File: config.mk
export PLATFORM = sky130hd
export DESIGN_NAME = fpa_front
export DESIGN_NICKNAME = d
export VERILOG_FILES = /design/src/rtl/fpa_pkg.sv /design/src/rtl/fpa_front.sv
export SDC_FILE = /design/constraint.sdc
export NUM_CORES = 1
export LEC_CHECK = 0
export BUFFER_PORTS_ARGS = -buffer_cell sky130_fd_sc_hd__buf_4
export CORE_ASPECT_RATIO = 0.5
export CORE_MARGIN = 4
export CORE_UTILIZATION = 46
export CTS_BUF_LIST = sky130_fd_sc_hd__clkbuf_2 sky130_fd_sc_hd__clkbuf_4 sky130_fd_sc_hd__clkbuf_8
export CTS_CLUSTER_SIZE = 20
export DETAILED_ROUTE_END_ITERATION = 7
export PLACE_DENSITY = 0.93
export SLEW_MARGIN = 15
export SYNTH_ARGS = -nofsm -noshare
export SYNTH_HDL_FRONTEND = slang
export SYNTH_SLANG_ARGS = --single-unit
File: constraint.sdc
create_clock -name clk -period 18.58 [get_ports clk]
set_input_delay 3.716 -clock clk [delete_from_list [all_inputs] [get_ports clk]]
set_output_delay 3.716 -clock clk [all_outputs]
set_load 0.005 [all_outputs]
File: src/rtl/fpa_pkg.sv
`default_nettype none
package fpa_pkg;

  // Number format
  localparam int FRACTION_BITS = 8;
  localparam logic [31:0] FIX_ONE = 32'd1 << FRACTION_BITS;

  // Divider: one quotient bit per stage over the shifted dividend
  localparam int DIV_BITS = 32 + FRACTION_BITS;
  localparam int PIPE_LEN = DIV_BITS + 1;

  // Stage where multiply and conversion results join the main lane
  localparam int MERGE_STAGE = 4;

  // Queue between front and back
  localparam int QUEUE_DEPTH = 4;
  localparam int QPTR_W = $clog2(QUEUE_DEPTH);
  localparam int QCNT_W = $clog2(QUEUE_DEPTH + 1);

  // Operation codes on the kind port
  localparam logic [3:0] KIND_ADD        = 4'd0;
  localparam logic [3:0] KIND_SUB        = 4'd1;
  localparam logic [3:0] KIND_MUL        = 4'd2;
  localparam logic [3:0] KIND_DIV        = 4'd3;
  localparam logic [3:0] KIND_INC        = 4'd4;
  localparam logic [3:0] KIND_DEC        = 4'd5;
  localparam logic [3:0] KIND_COMPARE    = 4'd6;
  localparam logic [3:0] KIND_MAX        = 4'd7;
  localparam logic [3:0] KIND_MIN        = 4'd8;
  localparam logic [3:0] KIND_TO_INT     = 4'd9;
  localparam logic [3:0] KIND_FROM_INT   = 4'd10;
  localparam logic [3:0] KIND_FROM_FLOAT = 4'd11;
  localparam logic [3:0] KIND_TO_FLOAT   = 4'd12;

  // Compare outcomes
  localparam logic [1:0] ORD_LESS    = 2'd0;
  localparam logic [1:0] ORD_EQUAL   = 2'd1;
  localparam logic [1:0] ORD_GREATER = 2'd2;

  typedef enum logic [3:0] {
    OP_ADD,
    OP_SUB,
    OP_MUL,
    OP_DIV,
    OP_INC,
    OP_DEC,
    OP_CMP,
    OP_MAX,
    OP_MIN,
    OP_TO_INT,
    OP_FROM_INT,
    OP_FROM_FLOAT,
    OP_TO_FLOAT,
    OP_NONE
  } op_t;

  typedef struct packed {
    op_t         op;
    logic [31:0] a;
    logic [31:0] b;
    logic [31:0] fb;
  } item_t;

  typedef struct packed {
    logic full;
    logic empty;
  } queue_status_t;

  typedef struct packed {
    logic        valid;
    op_t         op;
    logic [31:0] val;
    logic [31:0] flt;
    logic [1:0]  ord;
    logic        derr;
    logic        qneg;
  } lane_t;

endpackage
`default_nettype wire

File: src/rtl/fpa_front.sv
`default_nettype none
module fpa_front import fpa_pkg::*; (
  input  wire logic               clk,
  input  wire logic               rst_n,
  input  wire logic               in_valid,
  output logic                    in_stall,
  input  wire logic [3:0]         in_kind,
  input  wire logic signed [31:0] in_operand_a,
  input  wire logic signed [31:0] in_operand_b,
  input  wire logic [31:0]        in_float_bits,
  input  wire queue_status_t      q_stat,
  output logic                    push,
  output item_t                   push_item
);

  logic  valid_r, valid_nxt;
  item_t item_r;
  op_t   op_w;
  logic  accept;

  // Classify the kind code
  always_comb begin
    case (in_kind)
      KIND_ADD:        op_w = OP_ADD;
      KIND_SUB:        op_w = OP_SUB;
      KIND_MUL:        op_w = OP_MUL;
      KIND_DIV:        op_w = OP_DIV;
      KIND_INC:        op_w = OP_INC;
      KIND_DEC:        op_w = OP_DEC;
      KIND_COMPARE:    op_w = OP_CMP;
      KIND_MAX:        op_w = OP_MAX;
      KIND_MIN:        op_w = OP_MIN;
      KIND_TO_INT:     op_w = OP_TO_INT;
      KIND_FROM_INT:   op_w = OP_FROM_INT;
      KIND_FROM_FLOAT: op_w = OP_FROM_FLOAT;
      KIND_TO_FLOAT:   op_w = OP_TO_FLOAT;
      default:         op_w = OP_NONE;
    endcase
  end

  // Hold the transaction until the queue takes it
  assign in_stall  = valid_r && q_stat.full;
  assign accept    = in_valid && !in_stall;
  assign push      = valid_r && !q_stat.full;
  assign push_item = item_r;

  always_comb begin
    valid_nxt = valid_r;
    if (accept) begin
      valid_nxt = 1'b1;
    end else if (push) begin
      valid_nxt = 1'b0;
    end
  end

  always_ff @(posedge clk) begin
    if (!rst_n) begin
      valid_r <= 1'b0;
    end else begin
      valid_r <= valid_nxt;
    end
  end

  always_ff @(posedge clk) begin
    if (accept) begin
      item_r.op <= op_w;
      item_r.a  <= in_operand_a;
      item_r.b  <= in_operand_b;
      item_r.fb <= in_float_bits;
    end
  end

endmodule
`default_nettype wire

# Word level (Yosys, flattened, before mapping)

Memories as Yosys holds them, arrays and structs flattened. A register that Yosys moved wholly into a read port is not among the register bits.
Index checks and enable logic that the tools add are counted.

Reductions and logical operators: 6
Muxes and demuxes: 2

Operator list:

| kind               | number |
|---|---|
| 1-bit logical AND  | 3 |
| 1-bit zero test    | 2 |
| 1-bit two-way mux  | 2 |
| 2-bit nonzero test | 1 |

Input bits: 105
Memories: 1
Register bits: 97
ROM bits: 64
Logic and storage cells: 13
Output and inout port bits: 102

Memory list:

| name             | depth | bits a word | rd ports | clocked after memory_dff | write ports | RTL line        | text |
|---|---|---|---|---|---|---|---|
| (name not given) | 16    | 4           | 1        | 1                        | 0           | fpa_front.sv:23 | `case (in_kind)` |

# Logic depth before layout (Yosys ltp)

Depth in word-level cells: 4
Gate-level depth with buffers: 2
Mapped depth without buffers: 2

# Worst setup path before layout

OpenSTA, ideal clock, no wires.

Kind: input-to-reg
Start: input port q_stat[1] (netlist name)
End: register item_r (netlist bit push_item[0]), enable pin
Library setup time: 570 ps
Arrival: 8285 ps
Buffers on the path: 0
Cell stages on the path: 2
Required time: 18010 ps
Path slack: 9724 ps
Cells stage by stage: and2_4 > nor2b_1

Word-level cells in the longest chain between the ends: 3

Ends and longest elaborated chain:

| item              | RTL line        | text |
|---|---|---|
| from (decl)       | fpa_front.sv:11 | `input wire queue_status_t q_stat,` |
| 1-bit logical AND | fpa_front.sv:42 | `assign in_stall = valid_r && q_stat.full;` |
| 1-bit zero test   | fpa_front.sv:43 | `assign accept = in_valid && !in_stall;` |
| 1-bit logical AND | fpa_front.sv:43 |  |
| via accept        | fpa_front.sv:19 | `logic accept;` |
| to (decl)         | fpa_front.sv:17 | `item_t item_r;` |

The timed path passes the listed nets, and every way through them passes these cells.
A chain may end at the register's enable or synchronous reset.

# Worst setup path after layout

Start: input port q_stat[1] (netlist name)
End: output port in_stall

Word-level cells in the longest chain between the ends: 1

Ends and longest elaborated chain:

| item              | RTL line        | text |
|---|---|---|
| 1-bit logical AND | fpa_front.sv:42 |  |
| to (decl)         | fpa_front.sv:6  | `output logic in_stall,` |

No other way between the ends.

==> qor.yml <==
outcome:
  status: "complete, no violations"
sta:
  maxSlewHeadroom_pct: 24.5
  rsz0062_at_grt: "false"
  worst_pin_slew_ns: 1.13
  max_clock_freq_mhz: 128
  period_share_pct: 42.2
  setup_viol: 0
  period_minus_slack_ns: 7.84
  tns_ns: 0
  fin_worst_skew_ns: 0.0114
  maxSlewViolCount: 0
  finalHoldViolations: 0
global_routing:
  grt_max_degree: 59
  antenna_found_initial: 0
  first_global_vias: 2120
  grt_pass1_wl_um: 11600
  track_usage_pct: 20.6
  gr-total-overflow: 0
clock_network:
  cts_setup_buffers: 0
  htree_num_levels: 3
  clkSinkCount: 101
  cts.repair.resized: 0
  cts.clk_slew.worst_paths_ns: 0.07
  cts_made_buffers: 9
  cts_hold_buffers: 0
  cts_tree: "yes"
  ctsLongestPathBuffers: 2
  clock_latency_ns: 0.35
  cts_root_buf: "clkbuf_8"
logic_synthesis:
  syn_avg_cell_area_um2: 28.7
  synth_top_cell_by_area: "edfxtp_1"
  yosysTopAreaCellShare_pct: 97.8
  synth_cell_type_count: 8
  yosysWarnings: 0
  synth_area_leaders: "edfxtp_1, dfxtp_1, a31o_2"
  syn_inst: 107
  ys_ff_latch: 101
  synth_nets: 212
  netlist_area_um2: 3070
  ys_seq_area_share_pct: 98.5
floorplanning:
  fp.dieArea_um2: 8120
  die_x_um: 124
  die_y_um: 65.8
  io-pin-count: 207
  core_um2: 6260
  start_util_pct: 49.1
  rows: 20
critical_path:
  path_cells: "buf_4, and2_4, buf_4"
  critPathArrivalTime_ns: 4.12
  cp_common_cell: "buf_4"
  path_buf_inv: 2
  worst-path-max-fanout: 3
  crit_required_ns: 14.86
  critPathSlowestCell: "and2_4"
  critical_path_class: "input pin to primary output"
  cp-end-kind: "primary output"
  critPathTopFamily: "buffers and inverters"
  slowest_delay_ns: 0.16
  critPathLaunchType: "input pin"
final_layout:
  layout_common_cells: "buf_4, edfxtp_1, clkbuf_8"
  layout.nets: 429
  final_util_pct: 78.7
  n_antenna_cell: 0
  final_common_cell: "buf_4"
  synthToLayoutAreaGrowth_pct: 60.4
  drive_above_1_share_pct: 68.3
detailed_routing:
  ant_nets: 0
  drc: 0
  firstDrtPassIters: 4
  vias_per_cell: 4.46
  totalWireLength_um: 8090
  vias: 1854
  dr.first_iter.drc_count: 101
  wl_per_cell_um: 19.4
worst_hold_path:
  hp-class: "register to register"
power:
  power_mw: 0.447
  leakagePower_nw: 2.09
  irDropWorstVdd_v: 0.0000693
  powerDensity_nw_per_um2: 90.8
placement:
  port_buffers: 205
  place.gp.congestion: 0.845
run:
  drv_cap: 0
==> final cells by class <==
cell class | count | area, um2
Multi-Input combinational cell | 6 | 53.8
Sequential cell | 101 | 3020
Clock buffer | 13 | 154
Fill cell | 407 | 1330
Clock inverter | 2 | 35.0
Timing Repair Buffer | 206 | 1550
Tap cell | 88 | 110
==> synth_stat cells <==
| cell type | n |
|---|---|
| edfxtp_1 | 100 |
| a21boi_0 | 1 |
| a31o_2 | 1 |
| and2_4 | 1 |
| and2b_1 | 1 |
| dfxtp_1 | 1 |
| nor2b_1 | 1 |
| o21a_1 | 1 |
==> cell families (layout without fill, tap and decap cells) <==
| family | Yosys count | count (layout) | synth area share (%) |
|---|---|---|---|
| simple gates | 3 | 3 | 0.734 |
| buf+inv | 0 | 221 | 0 |
| flops | 101 | 101 | 98.5 |
| compound gates | 3 | 3 | 0.775 |
==> worst register-to-register path, delay by kind of cell, from the launching register on <==
family	cells	cell delay, ns
DFF	1	0.31
and+or+nand+nor	2	1.01
buffers and inverters	1	0.75
==> metal layers <==
layer  GRT usage [%]  vias up  wire (um)
li1                -      862          -
met1            20.4      929       2550
met2            40.0       53       5080
met5               0        -          0
met3            6.79       10        344
met4            7.59        0        110
==> worst paths after layout <==
| path | startpoint | to | slack (ns) | cells past startpoint |
|---|---|---|---|---|
| max | q_stat[1] | in_stall | 10.74 | 3 |
| min | valid_r | valid_r | 0.63 | 2 |
| max reg2reg | valid_r | push_item[34] | 16.12 | 3 |
| min reg2reg | valid_r | valid_r | 0.63 | 2 |
==> metrics by stage <==
step,worst slack (ns),hold WS [ns],instances,instance area [um2]
2_1_floorplan,9.72,0.562,107,3070
3_3_place_gp,10.74,0.603,401,4730
3_5_place_dp,10.74,0.609,401,4730
4_1_cts,10.74,0.626,416,4920
5_1_grt,10.73,0.656,416,4920
6_report,10.74,0.627,416,4920
==> flip-flops by register name, summed over array words and instances (netlist names) <==
name       count
push_item    100
valid_r        1
==> power by group <==
part	switching, mW	internal (mW)	total (mW)
Sequential	0.00405	0.266	0.270
Combinational	0.0164	0.0285	0.0449
Clock	0.0643	0.0675	0.132
No activity file was read; power rests on OpenSTA's default activity.
