[src/rtl/fpa_pkg.sv]
`default_nettype none
package fpa_pkg;

  // Number format
  localparam int FRACTION_BITS = 8;
  localparam logic [31:0] FIX_ONE = 32'd1 << FRACTION_BITS;

  // Divider: one quotient bit per stage over the shifted dividend
  localparam int DIV_BITS = 32 + FRACTION_BITS;
  localparam int PIPE_LEN = DIV_BITS + 1;

  // Stage where multiply and conversion results join the main lane
  localparam int MERGE_STAGE = 4;

  // Queue between front and back
  localparam int QUEUE_DEPTH = 4;
  localparam int QPTR_W = $clog2(QUEUE_DEPTH);
  localparam int QCNT_W = $clog2(QUEUE_DEPTH + 1);

  // Operation codes on the kind port
  localparam logic [3:0] KIND_ADD        = 4'd0;
  localparam logic [3:0] KIND_SUB        = 4'd1;
  localparam logic [3:0] KIND_MUL        = 4'd2;
  localparam logic [3:0] KIND_DIV        = 4'd3;
  localparam logic [3:0] KIND_INC        = 4'd4;
  localparam logic [3:0] KIND_DEC        = 4'd5;
  localparam logic [3:0] KIND_COMPARE    = 4'd6;
  localparam logic [3:0] KIND_MAX        = 4'd7;
  localparam logic [3:0] KIND_MIN        = 4'd8;
  localparam logic [3:0] KIND_TO_INT     = 4'd9;
  localparam logic [3:0] KIND_FROM_INT   = 4'd10;
  localparam logic [3:0] KIND_FROM_FLOAT = 4'd11;
  localparam logic [3:0] KIND_TO_FLOAT   = 4'd12;

  // Compare outcomes
  localparam logic [1:0] ORD_LESS    = 2'd0;
  localparam logic [1:0] ORD_EQUAL   = 2'd1;
  localparam logic [1:0] ORD_GREATER = 2'd2;

  typedef enum logic [3:0] {
    OP_ADD,
    OP_SUB,
    OP_MUL,
    OP_DIV,
    OP_INC,
    OP_DEC,
    OP_CMP,
    OP_MAX,
    OP_MIN,
    OP_TO_INT,
    OP_FROM_INT,
    OP_FROM_FLOAT,
    OP_TO_FLOAT,
    OP_NONE
  } op_t;

  typedef struct packed {
    op_t         op;
    logic [31:0] a;
    logic [31:0] b;
    logic [31:0] fb;
  } item_t;

  typedef struct packed {
    logic full;
    logic empty;
  } queue_status_t;

  typedef struct packed {
    logic        valid;
    op_t         op;
    logic [31:0] val;
    logic [31:0] flt;
    logic [1:0]  ord;
    logic        derr;
    logic        qneg;
  } lane_t;

endpackage
`default_nettype wire

[src/rtl/fpa_queue.sv]
`default_nettype none
module fpa_queue import fpa_pkg::*; (
  input  wire logic  clk,
  input  wire logic  rst_n,
  input  wire logic  push,
  input  wire item_t push_item,
  input  wire logic  pop,
  output item_t      head,
  output queue_status_t stat
);

  item_t             mem_r [QUEUE_DEPTH];
  logic [QPTR_W-1:0] wr_ptr_r, wr_ptr_nxt;
  logic [QPTR_W-1:0] rd_ptr_r, rd_ptr_nxt;
  logic [QCNT_W-1:0] cnt_r, cnt_nxt;

  assign head       = mem_r[rd_ptr_r];
  assign stat.full  = (cnt_r == QCNT_W'(QUEUE_DEPTH));
  assign stat.empty = (cnt_r == '0);

  // Advance pointers with wrap
  always_comb begin
    wr_ptr_nxt = wr_ptr_r;
    rd_ptr_nxt = rd_ptr_r;
    if (push) begin
      wr_ptr_nxt = (wr_ptr_r == QPTR_W'(QUEUE_DEPTH - 1)) ? '0 : wr_ptr_r + 1'b1;
    end
    if (pop) begin
      rd_ptr_nxt = (rd_ptr_r == QPTR_W'(QUEUE_DEPTH - 1)) ? '0 : rd_ptr_r + 1'b1;
    end
  end

  // Track fill level
  always_comb begin
    case ({push, pop})
      2'b10:   cnt_nxt = cnt_r + 1'b1;
      2'b01:   cnt_nxt = cnt_r - 1'b1;
      default: cnt_nxt = cnt_r;
    endcase
  end

  always_ff @(posedge clk) begin
    if (!rst_n) begin
      wr_ptr_r <= '0;
      rd_ptr_r <= '0;
      cnt_r    <= '0;
    end else begin
      wr_ptr_r <= wr_ptr_nxt;
      rd_ptr_r <= rd_ptr_nxt;
      cnt_r    <= cnt_nxt;
    end
  end

  always_ff @(posedge clk) begin
    if (push) begin
      mem_r[wr_ptr_r] <= push_item;
    end
  end

endmodule
`default_nettype wire

[config.mk]
export PLATFORM = sky130hd
export DESIGN_NAME = fpa_queue
export DESIGN_NICKNAME = d
export VERILOG_FILES = /design/src/rtl/fpa_pkg.sv /design/src/rtl/fpa_queue.sv
export SDC_FILE = /design/constraint.sdc
export NUM_CORES = 1
export LEC_CHECK = 0
export ABC_AREA = 1
export BUFFER_PORTS_ARGS = -buffer_cell sky130_fd_sc_hd__buf_2
export CAP_MARGIN = 40
export CORE_MARGIN = 3
export CORE_UTILIZATION = 30
export DETAILED_ROUTE_END_ITERATION = 7
export SLEW_MARGIN = 20
export SYNTH_ARGS = -nofsm -noshare
export SYNTH_HDL_FRONTEND = slang
export SYNTH_SLANG_ARGS = --single-unit
[constraint.sdc]
create_clock -name clk -period 3.2 [get_ports clk]
set_input_delay 0.16 -clock clk [delete_from_list [all_inputs] [get_ports clk]]
set_output_delay 0.16 -clock clk [all_outputs]
set_load 0.02 [all_outputs]
After elaboration in Yosys (flattened, before gate mapping)
Memories as Yosys holds them, arrays and structs flattened. A register that Yosys moved wholly into a read port is not among the register bits.
Cells that the tools add are included.
{ "word_totals": {"mem_bits_rw": 400, "out_inout_bits": 102, "n_memories": 1, "elab_cells": 22, "reg_bits": 7, "input_bits": 104} }
{ "classes": {"n_mux": 7, "n_eq_ne": 5, "reduce_logical": 2, "n_addsub": 4} }
{ "memory_table": {"columns": ["name", "words", "width", "rd", "rd_clocked_by_memory_dff", "wr", "line_no", "text"], "rows": [
  ["mem_r", 4, 100, 1, 1, 1, "fpa_queue.sv:12", "item_t mem_r [QUEUE_DEPTH];"]
]} }
{ "op_table": {"columns": ["operator", "count"], "rows": [
  ["2-bit 2-to-1 mux", 4],
  ["2-bit equality test (second input constant)", 3],
  ["3-bit one-hot mux with 2 select lines", 1],
  ["2-bit by 1-bit adder with 2-bit output (second input constant)", 2],
  ["3-bit by 1-bit adder with 3-bit output (second input constant)", 1],
  ["3-bit equality test (second input constant)", 1],
  ["3-bit zero test", 1],
  ["3-bit by 1-bit subtractor with 3-bit output (second input constant)", 1],
  ["2-bit by 1-bit equality test with 1-bit output (second input constant)", 1],
  ["1-bit 2-to-1 mux", 2],
  ["2-bit nonzero test", 1]
]} }

Depth between registers and ports, before layout
{ "logic_depth": {"ltp_word": 4, "ltp_mapped": 10, "depth_no_buf": 10} }

Worst setup path after synthesis
No wires, ideal clock.
{ "synth_timing": {"kind": "reg2reg", "from": "reg wr_ptr_r[0]", "to": "mem mem_r[3][0] (netlist bit) (enable)", "slack_ns": 0.225, "setup_time_ns": 0.453, "synth_period_minus_slack_ns": 2.975, "arrival_time_ns": 2.522, "t_required_ns": 2.747, "path_buffers": 0, "stages_incl_launch_ff": 4, "path_cell_list": "dfxtp_1 -> ha_1 -> nand2_1 -> inv_1"} }
{ "synth_rtl": {"columns": ["element", "line_no", "text"], "rows": [
  ["start: declaration", "fpa_queue.sv:13", "logic [QPTR_W-1:0] wr_ptr_r, wr_ptr_nxt;"],
  ["start signal: assignment", "fpa_queue.sv:48", "wr_ptr_r <= wr_ptr_nxt;"],
  ["end: declaration", "fpa_queue.sv:12", null]
]} }
No word-level cell before the write port.

==> results.rst <==
.. list-table::
   :header-rows: 1

   * - Metric
     - Value
   * - Finish-stage setup viols
     - 0
   * - Post-layout power
     - 12400 uW
   * - Worst voltage drop across the vdd grid
     - 0.399 mV
   * - Number of placement rows
     - 82
   * - Wire length of the first global-routing pass
     - 54700 um
   * - Clk Latency, worst-skew pair
     - 550 ps
   * - Commonest register cell after synthesis
     - edfxtp_1
   * - Number of global-route vias before repair
     - 9548
   * - Final worst path period need
     - 2580 ps
   * - Startpoint of the most critical register-to-register path
     - wr_ptr_r[0]$_SDFFE_PN0P_
   * - Worst path slowest cell
     - buf_4
   * - Floorplan die area
     - 0.0541 mm2
   * - Routed len/inst
     - 17.5 um
   * - Proportion of synthesized chip area in sequential cells
     - 79.1%
   * - Endpoint of the most critical register-to-register path
     - mem_r[2][71]$_DFFE_PP_
   * - Number of flops mapped to enable cells by yosys
     - 400
   * - IO Count
     - 206
   * - Critical path peak fanout
     - 60
   * - Worst slew slack as a fraction of its limit
     - 50.1%
   * - Top achievable clock speed
     - 0.388 GHz
   * - Transition time at the pin with the least slew margin
     - 749 ps
   * - CTS Buf Count
     - 43
   * - R2R Setup Slk
     - 1330 ps
   * - Total Routed Length
     - 35900 um
   * - Critical path endpoint
     - head[30]
   * - Length in cells of the worst reg-to-reg path
     - 5
   * - CP peak stage delay
     - 600 ps
   * - Post-route cell area
     - 0.0195 mm2
   * - Number of endpoints with negative hold slack in the final report
     - 0
   * - Largest delay share family, worst path
     - buffers and inverters
   * - Final routed DRC violation total
     - 0
   * - Levels on crit path
     - 5
   * - Final setup slack of the worst path
     - 622 ps
   * - Cell breakdown of the critical path
     - clkinv_2 -> buf_4 -> o21ai_1 -> o22ai_1 -> buf_2
   * - Setup crit start kind
     - register
   * - Initial Utilization
     - 30.5%
   * - Hold WC Path Type
     - in -> reg
   * - Sum of buffers and inverters on the critical path
     - 3
   * - Placer congestion estimate
     - 0.713
   * - Detailed router's first-iteration violation count
     - 606
   * - Post-detailed-placement half-perimeter wirelength
     - 19600 um
   * - Share of layout cells above drive strength 1
     - 21.9%
   * - Combined global-route utilization of all metal layers
     - 12.9%
   * - Tcrit/Tclk final
     - 80.6%
   * - Count of buffers added by post-CTS timing repair for setup
     - 0
   * - Outcome
     - finished clean
   * - Synthesis warning total
     - 0
   * - Post-Syn Instances
     - 1027
   * - Unique cell type count in the Yosys netlist
     - 26
   * - Max-cap violations
     - 0
   * - Skew final
     - 11.0 ps
   * - Ratio of routed vias to standard cells
     - 4.66
   * - FFs w/ async S/R, synth
     - 0%
   * - Clock Pin Slew Worst Setup and Hold Paths
     - 60 ps
   * - Antenna-violating nets left
     - 0
   * - Worst setup path class
     - reg -> out
   * - CTS tree
     - done
   * - Power density relative to cell area
     - 637 mW/mm2
   * - Count of input and output buffers
     - 205
   * - CTS root buffer
     - clkbuf_16
   * - Critical Path End Type
     - primary output
   * - Leakage power summed over all cells
     - 0.00677 uW
   * - # fillers
     - 4730
   * - Data arrival time of the critical path
     - 2420 ps
   * - Final cell utilization of the core
     - 38.6%
   * - Required time at the endpoint of the critical path
     - 3040 ps
   * - Number of antenna violations at the first check in global routing
     - 4
   * - Synthesized area divided by synthesized cell count
     - 15.0 um2
   * - Worst hold path startpoint
     - push_item[3]
   * - Synth Register Bits
     - 409
   * - Max-slew violation count
     - 0
   * - Post-place instance area
     - 0.0171 mm2
   * - Die Y-Extent
     - 233 um
   * - Place WS
     - 1080 ps
   * - Worst-case clock buffer depth
     - 3
   * - Pin count of the biggest net entering global routing
     - 109
   * - First-pass DRT Iterations
     - 5
   * - TritonCTS Sinks
     - 409
   * - Setup Total Neg Slack
     - 0 ps
   * - X dimension of the die
     - 233 um
   * - Overall via count from detail_route
     - 9542
   * - Area inside the core boundary
     - 0.0505 mm2
   * - Remaining global-route overflow
     - 0
   * - Post-Syn Area
     - 0.0154 mm2
   * - NumNets Final
     - 1447
   * - Setup repair after global routing missed its margin
     - no
   * - Number of nets produced by synthesis
     - 1138
   * - Relative area change from synthesis to final layout
     - 26.3%
   * - Deepest level of the CTS H-tree
     - 2
[cell usage after synthesis (2+ instances only)]
cell type | count | share of area (%)
inv_1 | 16 | 0.39
clkbuf_1 | 22 | 0.54
nor2_1 | 204 | 5.0
o21ai_1 | 96 | 3.1
edfxtp_1 | 400 | 78
clkbuf_2 | 8 | 0.26
o22ai_1 | 99 | 4.0
buf_6 | 30 | 2.2
o21ai_0 | 104 | 3.4
clkbuf_8 | 2 | 0.18
o21ai_2 | 4 | 0.23
nand2_1 | 8 | 0.19
dfxtp_1 | 9 | 1.2
a21oi_1 | 5 | 0.16
ha_1 | 6 | 0.49
nor3_1 | 4 | 0.13
[stage by stage]
stage                     cells  hold slack [ps]
final                      2046              351
after CTS                  2042              291
after floorplan            1027              259
after global routing       2044              340
after global placement     1860              372
after detailed placement   1860              378
[state kept, by name, indices dropped and copies added (netlist names), named ones only]
signal	cells
mem_r	400
cnt_r	3
rd_ptr_r	2
wr_ptr_r	2
[worst min path at each step]
| stage | endpoint | slack (ps) | cells past startpoint |
|---|---|---|---|
| 3_3_place_gp | mem_r[2][81]$_DFFE_PP_ | 370 | 1 |
| 2_1_floorplan | mem_r[0][0]$_DFFE_PP_ | 260 | 0 |
| 4_1_cts | mem_r[3][42]$_DFFE_PP_ | 290 | 2 |
| 3_5_place_dp | mem_r[3][3]$_DFFE_PP_ | 380 | 1 |
| 5_1_grt | mem_r[1][49]$_DFFE_PP_ | 340 | 2 |
| 6_report | mem_r[1][3]$_DFFE_PP_ | 350 | 2 |
[metal layers]
metal	share of wire [%]	track usage, %
met2	48	21.3
met3	5.9	3.02
met4	2.8	5.06
met1	43	16.6
met5	0	0
[layout by cell type, fill, tap and decap left out, types with 4 or more instances in the layout]
cell type	count
clkinvlp_4	4
o21ai_1	96
buf_12	11
clkinv_2	7
o21ai_0	104
ha_1	6
nand2_1	8
clkinv_1	11
clkbuf_1	8
nor3_1	4
buf_2	205
inv_4	4
diode_2	4
o21ai_2	4
dfxtp_1	7
edfxtp_1	400
inv_1	12
a21oi_1	5
dlygate4sd3_1	103
o22ai_1	99
clkbuf_16	45
nor2_1	204
buf_4	10
[power by group]
part           switching, uW  internal, uW
combinational            921           468
sequential              70.0          6120
clock                   2020          2810
[final cells by class]
cell class / instances / area [um2] / share of cell area (%)
diodes: 4 / 10.0 / 0.0514
clock buffers: 53 / 1160 / 5.94
clock inverters: 26 / 209 / 1.07
inverters: 18 / 83.8 / 0.431
multi-input cells: 535 / 2620 / 13.5
flip-flops and latches: 409 / 12200 / 62.6
well taps: 672 / 841 / 4.32
repair buffers: 329 / 2350 / 12.1
[logic make-up (layout without fill, tap and decap cells)]
family          count (synthesis)  in the layout  share of synthesized area, %
simple gates                  219            219                          5.41
compound gates                309            309                          11.0
other cells                     0              4                             0
fa+ha+maj                       7              7                         0.617
buf+inv                        83            426                          3.90
flops                         409            409                          79.1
[timing repair]
item                                    4_1_cts  5_1_grt
gates resized for setup                       0        0
hold endpoints to repair                    409        0
hold buffers                                103        0
endpoints found under the setup margin        0        0
No activity file was read; power rests on OpenSTA's default activity.
